===== src/rtl/e2r_pkg.sv =====
`default_nettype none
package e2r_pkg;

  // CORDIC working width: Q2.30 plus guard bits.
  localparam int CW = 34;
  localparam int ZW = 33;
  localparam logic signed [CW-1:0] CORDIC_ONE_K = 34'sd652032874;

  // Arctangent of 2^-i in units of 2^32 per turn.
  function automatic logic signed [ZW-1:0] atan_turn(input int i);
    logic signed [ZW-1:0] t;
    case (i)
      0: t = 33'sd536870912;
      1: t = 33'sd316933406;
      2: t = 33'sd167458907;
      3: t = 33'sd85004756;
      4: t = 33'sd42667331;
      5: t = 33'sd21354465;
      6: t = 33'sd10679838;
      7: t = 33'sd5340245;
      8: t = 33'sd2670163;
      9: t = 33'sd1335087;
      10: t = 33'sd667544;
      11: t = 33'sd333772;
      12: t = 33'sd166886;
      13: t = 33'sd83443;
      14: t = 33'sd41722;
      15: t = 33'sd20861;
      16: t = 33'sd10430;
      17: t = 33'sd5215;
      18: t = 33'sd2608;
      19: t = 33'sd1304;
      20: t = 33'sd652;
      21: t = 33'sd326;
      22: t = 33'sd163;
      23: t = 33'sd81;
      24: t = 33'sd41;
      25: t = 33'sd20;
      26: t = 33'sd10;
      27: t = 33'sd5;
      28: t = 33'sd3;
      29: t = 33'sd1;
      30: t = 33'sd1;
      default: t = '0;
    endcase
    return t;
  endfunction

endpackage
`default_nettype wire


===== src/rtl/e2r_sincos.sv =====
`default_nettype none
// Pipelined sine and cosine of one binary angle; each CORDIC stage is registered.
module e2r_sincos #(
  parameter int ANGLE_BITS = 16,
  parameter int FRACTION_BITS = 14,
  parameter int CORDIC_STAGES = 16
) (
  input  wire logic                         clk,
  input  wire logic                         en,
  input  wire logic [ANGLE_BITS-1:0]        ang,
  output logic signed [FRACTION_BITS+1:0]   sin_q,
  output logic signed [FRACTION_BITS+1:0]   cos_q
);

  localparam int CW = e2r_pkg::CW;
  localparam int ZW = e2r_pkg::ZW;
  localparam int OW = FRACTION_BITS + 2;
  localparam int SH = 30 - FRACTION_BITS;
  localparam int RS = (SH > 0) ? SH - 1 : 0;

  logic signed [CW-1:0] x [CORDIC_STAGES+1];
  logic signed [CW-1:0] y [CORDIC_STAGES+1];
  logic signed [ZW-1:0] z [CORDIC_STAGES+1];
  logic [1:0]           q [CORDIC_STAGES+1];

  logic [31:0] a32;
  logic [1:0]  q0;
  logic [31:0] rr;

  // Quarter-turn split of the angle moved to 32 bits per turn.
  always_comb begin
    a32 = 32'(ang) << (32 - ANGLE_BITS);
    q0 = 2'((a32 + 32'h2000_0000) >> 30);
    rr = a32 - {q0, 30'd0};
  end

  always_ff @(posedge clk) begin
    if (en) begin
      x[0] <= e2r_pkg::CORDIC_ONE_K;
      y[0] <= '0;
      z[0] <= ZW'(signed'(rr));
      q[0] <= q0;
    end
  end

  // Rotation stages; the shifts are arithmetic.
  for (genvar i = 0; i < CORDIC_STAGES; i++) begin : g_stage
    always_ff @(posedge clk) begin
      if (en) begin
        q[i+1] <= q[i];
        if (!z[i][ZW-1]) begin
          x[i+1] <= x[i] - (y[i] >>> i);
          y[i+1] <= y[i] + (x[i] >>> i);
          z[i+1] <= z[i] - e2r_pkg::atan_turn(i);
        end else begin
          x[i+1] <= x[i] + (y[i] >>> i);
          y[i+1] <= y[i] - (x[i] >>> i);
          z[i+1] <= z[i] + e2r_pkg::atan_turn(i);
        end
      end
    end
  end

  logic signed [CW-1:0] cr, sr;
  logic signed [CW-1:0] cres, sres;

  // With no bits to drop the value passes unrounded.
  function automatic logic signed [OW-1:0] rnd_sat(input logic signed [CW-1:0] v);
    logic signed [CW-1:0] r;
    r = (SH == 0) ? v : ((v + (CW'(1) <<< RS)) >>> SH);
    if (r > (CW'(1) <<< FRACTION_BITS)) return OW'(1) <<< FRACTION_BITS;
    if (r < -(CW'(1) <<< FRACTION_BITS)) return -(OW'(1) <<< FRACTION_BITS);
    return OW'(r);
  endfunction

  // Quarter-turn fold, rounding and saturation.
  always_comb begin
    case (q[CORDIC_STAGES])
      2'd0: begin cr = x[CORDIC_STAGES]; sr = y[CORDIC_STAGES]; end
      2'd1: begin cr = -y[CORDIC_STAGES]; sr = x[CORDIC_STAGES]; end
      2'd2: begin cr = -x[CORDIC_STAGES]; sr = -y[CORDIC_STAGES]; end
      default: begin cr = y[CORDIC_STAGES]; sr = -x[CORDIC_STAGES]; end
    endcase
    cres = cr;
    sres = sr;
  end

  always_ff @(posedge clk) begin
    if (en) begin
      cos_q <= rnd_sat(cres);
      sin_q <= rnd_sat(sres);
    end
  end

endmodule
`default_nettype wire


===== config.mk =====
export PLATFORM = sky130hd
export DESIGN_NAME = e2r_sincos
export DESIGN_NICKNAME = d
export VERILOG_FILES = /design/src/rtl/e2r_pkg.sv /design/src/rtl/e2r_sincos.sv
export SDC_FILE = /design/constraint.sdc
export NUM_CORES = 2
export LEC_CHECK = 0
export BUFFER_PORTS_ARGS = -buffer_cell sky130_fd_sc_hd__buf_2
export CORE_MARGIN = 2
export CORE_UTILIZATION = 65
export CTS_BUF_LIST = sky130_fd_sc_hd__clkbuf_4 sky130_fd_sc_hd__clkbuf_8
export CTS_CLUSTER_DIAMETER = 40
export DETAILED_ROUTE_END_ITERATION = 10
export HOLD_SLACK_MARGIN = 0.15
export PLACE_DENSITY_LB_ADDON = 0.1
export SYNTH_ARGS = -nofsm -noshare
export SYNTH_HDL_FRONTEND = slang
export SYNTH_SLANG_ARGS = --single-unit

===== constraint.sdc =====
create_clock -name clk -period 11.4 [get_ports clk]
set_input_delay 0.57 -clock clk [delete_from_list [all_inputs] [get_ports clk]]
set_output_delay 0.57 -clock clk [all_outputs]
set_load 0.01 [all_outputs]

==> results.txt <==
The number of remaining DRC errors is 0. The maximum achievable frequency came out at 142.4 MHz. The synthesized area per cell came out at just under 10 sq um. The total core area is approximately 0.19 sq mm. The finished cells cover around 0.13 sq mm. Yosys attributes the largest share of cell area to sky130_fd_sc_hd__edfxtp_1 36%, sky130_fd_sc_hd__ha_1 14%, sky130_fd_sc_hd__xnor2_1 8.9%. The initial cell density of the core came out at about 66%.

Following the worst setup path forward leads to its endpoint at y[12][33]. The area share of the leading cell type in the synthesized netlist came out at between 30% and 40%. The transition time at the pin with the least slew margin came out at between 1 and 1.5 ns. The number of hold buffers added after CTS came out at 26. Counting flops and latches in the post-synthesis netlist gives around 1500.

The root buffer cell chosen for the clock tree is sky130_fd_sc_hd__clkbuf_8. The source-to-sink clock delay at the later pin of the worst-skew pair came out at about 1.1 ns. The worst setup path is of the input port to register kind. The die area is ~0.19 sq mm.

The reg-to-reg setup timing slack is just under 5 ns. The number of different library cells used by synthesis comes to approximately 110. The worst slew margin relative to its limit came out at 14.38%. Once detailed placement completed, the half-perimeter wirelength came to ~250000 um. The synthesized design contains 1497 enable-type register cells. The count of standard-cell rows is between 150 and 200. The biggest area contributor in the post-synthesis netlist is sky130_fd_sc_hd__edfxtp_1. The number of nets produced by synthesis came out at between 10000 and 15000. Clock tree synthesis found a total of around 1500 sinks. The first element of the critical path is en. Summing over every cut layer, the via total after detailed routing is 98828. The average detailed-routed wire length per instance is just over 20 um. The combined global-route utilization of all metal layers is 32.08%. The count of filler cells inserted in the layout came out at between 10000 and 15000. The count of instances resized after the clock tree is built came out at 0. The count of buffers added by post-CTS timing repair for setup is 0. The count of final hold-check violations is 0.

In this run the critical register-to-register path is captured at y[5][33]. TritonCTS built the clock tree. The placer congestion estimate is between 0.9 and 1. The final layout contains 14310 nets. The worst hold path belongs to the class input port to register. Global routing finished with a remaining overflow of 0. The part of the Yosys area used for sequential elements is 36.40%. The minimum setup slack after placement came out at roughly 4.4 ns. The via count of the first global-routing pass is 94534. The worst hold path begins at ang[1]. Summed over all failing endpoints, the final setup total negative slack is 0 ns.

Setup slack closes at approximately 4.4 ns. The detailed router's first-iteration violation count is around 8500. The vertical die dimension came out at around 440 um. The detailed-route vias per instance came out at between 6 and 7. The data required time of the critical path came out at about 12 ns. The flow ran to the end, and the final reports show no timing, DRC or antenna violations.

The maximum number of pins on one net before global-route repair is around 190. The setup violation total in the final timing report is 0. The share of the clock period used by the worst path came out at just over 60%. The netlist area before placement came out at between 0.1 and 0.15 sq mm. Measured in cells, the most critical reg-to-reg path has a length of 18. The layout-stage area growth over the synthesis result came out at 7.768%.

The number of nets with antenna violations after routing came out at 0. The synthesized instance count came out at ~13000. The Yosys step of the flow raised 0 warnings. The first global-routing pass estimated between 500000 and 600000 um of wire. The number of H-tree levels came out at 5. The final critical path time including I/O delays and setup is around 7.0 ns. The worst setup path is launched from an input port.

After detailed routing, the total wire length is between 300000 and 400000 um. The largest fanout of any net on the critical path came out at 160. The clock skew came out at a little over 0.05 ns. Of the cells placed in the final design, the portion with a size suffix greater than 1 is a little over 6%. The first detailed-routing pass ran for 6 iterations. The worst setup path is captured at a register. The initial antenna violation count came out at 9. The overall die width is about 440 um. Clock tree synthesis inserted a total of roughly 310 buffers. The final hold slack is about 0.26 ns. After synthesis, the share of flip-flops with an asynchronous set or reset is 0%. The max-slew violation count was 0. The tool flagged a number of max-cap violations equal to 0. Among all flip-flop cells after synthesis, the most frequent one is sky130_fd_sc_hd__edfxtp_1. The data arrival time of the critical path came out at 7.81 ns.

The total of buffers placed on input and output ports came out at 49. Setup repair after global routing left no endpoint under its margin. The launching point of the worst reg2reg path is z[4][32]. The clock transition at the registers of the reported paths came out at ~0.060 ns. The largest buffer count on any clock path came out at 4. 50 I/O pins were placed. The area of placed instances is roughly 0.13 sq mm.
==> sequential cells by signal, summed over array words and instances, names as in the netlist <==
signal and cells:
x 484, cos_q 16, sin_q 16, y 511, z 436, q 34
==> stage by stage <==
| step | utilization [%] | std cells |
|---|---|---|
| finish | 70.71 | 15593 |
| global route | 70.71 | 15590 |
| CTS | 70.70 | 15587 |
| detailed placement | 67.18 | 15045 |
| global placement | 67.18 | 15045 |
| floorplan | - | 12676 |
==> layer usage <==
layer,GRT usage [%],vias up,share of wire [%]
li1,-,47739,-
met1,41.47,46808,42
met2,53.45,3444,47
met3,4.842,837,6.6
met4,14.06,0,4.5
met5,0,-,0
==> layout make-up <==
type                       count  area, sq um  area share [%]
inverter                     455         1708           1.283
clock buffer                 372         4751           3.570
timing repair buffer         125        945.9          0.7108
antenna                        6        15.01         0.01128
tap                         2495         3122           2.346
sequential                  1497        44950           33.78
multi-input combinational  10499        75970           57.09
clock inverter               144         1614           1.213
==> worst min path at each step <==
stage,end,slack (ns),cells past startpoint
finish,z[0][17],0.26,2
global route,z[0][17],0.20,2
CTS,z[0][17],0.16,2
detailed placement,q[7][0],0.40,0
global placement,q[12][1],0.40,0
floorplan,q[10][0],0.40,0
==> synthesized netlist by cell type (all sizes together) (24+ instances only) <==
cell type / number
clkbuf: 177
a21oi: 1189
a31oi: 127
o211ai: 53
or4: 51
mux2: 49
nand3b: 27
o31a: 39
nor2: 1061
nand3: 243
inv: 445
xnor2: 1261
fa: 42
nor3b: 26
o22ai: 24
o21bai: 158
a21boi: 42
and2: 68
nor4: 89
buf: 48
nand2: 687
and3: 155
ha: 1365
xor2: 623
a41oi: 28
nand2b: 189
nor2b: 186
a31o: 35
a211oi: 105
a211o: 36
o31ai: 129
nor3: 350
o21a: 213
or2: 63
nand4: 84
o41ai: 72
edfxtp: 1497
or3: 124
mux2i: 71
o21ai: 638
a21o: 497
==> critical path, stage by stage <==
cell                            delay, ns
sky130_fd_sc_hd__dlygate4sd3_1       0.73
sky130_fd_sc_hd__buf_12              0.39
sky130_fd_sc_hd__buf_12              0.64
sky130_fd_sc_hd__nand2_2             0.35
sky130_fd_sc_hd__clkinv_1            0.37
sky130_fd_sc_hd__buf_4               0.46
sky130_fd_sc_hd__nor2_1              0.10
sky130_fd_sc_hd__xnor2_1             0.14
sky130_fd_sc_hd__ha_1                0.33
sky130_fd_sc_hd__o21ai_0             0.11
sky130_fd_sc_hd__a21oi_1             0.30
sky130_fd_sc_hd__o221a_2             0.27
sky130_fd_sc_hd__o41ai_1             0.13
sky130_fd_sc_hd__o21ai_0             0.56
sky130_fd_sc_hd__a31oi_1             0.27
sky130_fd_sc_hd__o41ai_1             1.04
sky130_fd_sc_hd__a2111oi_0           0.28
sky130_fd_sc_hd__o21bai_1            0.22
sky130_fd_sc_hd__a21oi_1             0.10
sky130_fd_sc_hd__xnor2_1             0.12
==> cell families after synthesis <==
kind of cell / count (synthesis) / share of synthesized area, %
compound gates: 3623 / 18.80
simple gates: 3462 / 13.75
xor+xnor: 1884 / 13.36
flops: 1497 / 36.40
fa+ha+maj: 1407 / 14.51
buf+inv: 680 / 2.091
mux: 123 / 1.077
==> layout by cell type, fill, tap and decap left out, types with 158 or more instances in the layout <==
cell	n
sky130_fd_sc_hd__a21o_1	497
sky130_fd_sc_hd__nor2_1	1057
sky130_fd_sc_hd__o21bai_1	158
sky130_fd_sc_hd__inv_1	438
sky130_fd_sc_hd__xnor2_1	1261
sky130_fd_sc_hd__o21a_1	213
sky130_fd_sc_hd__nor3_1	348
sky130_fd_sc_hd__xor2_1	623
sky130_fd_sc_hd__edfxtp_1	1497
sky130_fd_sc_hd__nand2b_1	189
sky130_fd_sc_hd__clkbuf_8	313
sky130_fd_sc_hd__o21ai_0	632
sky130_fd_sc_hd__ha_1	1365
sky130_fd_sc_hd__nor2b_1	185
sky130_fd_sc_hd__nand2_1	679
sky130_fd_sc_hd__nand3_1	243
sky130_fd_sc_hd__a21oi_1	1186
Power is left out: the tool's default activity adds up to more than one toggle a clock period on the data nets, which glitch-free logic cannot reach.
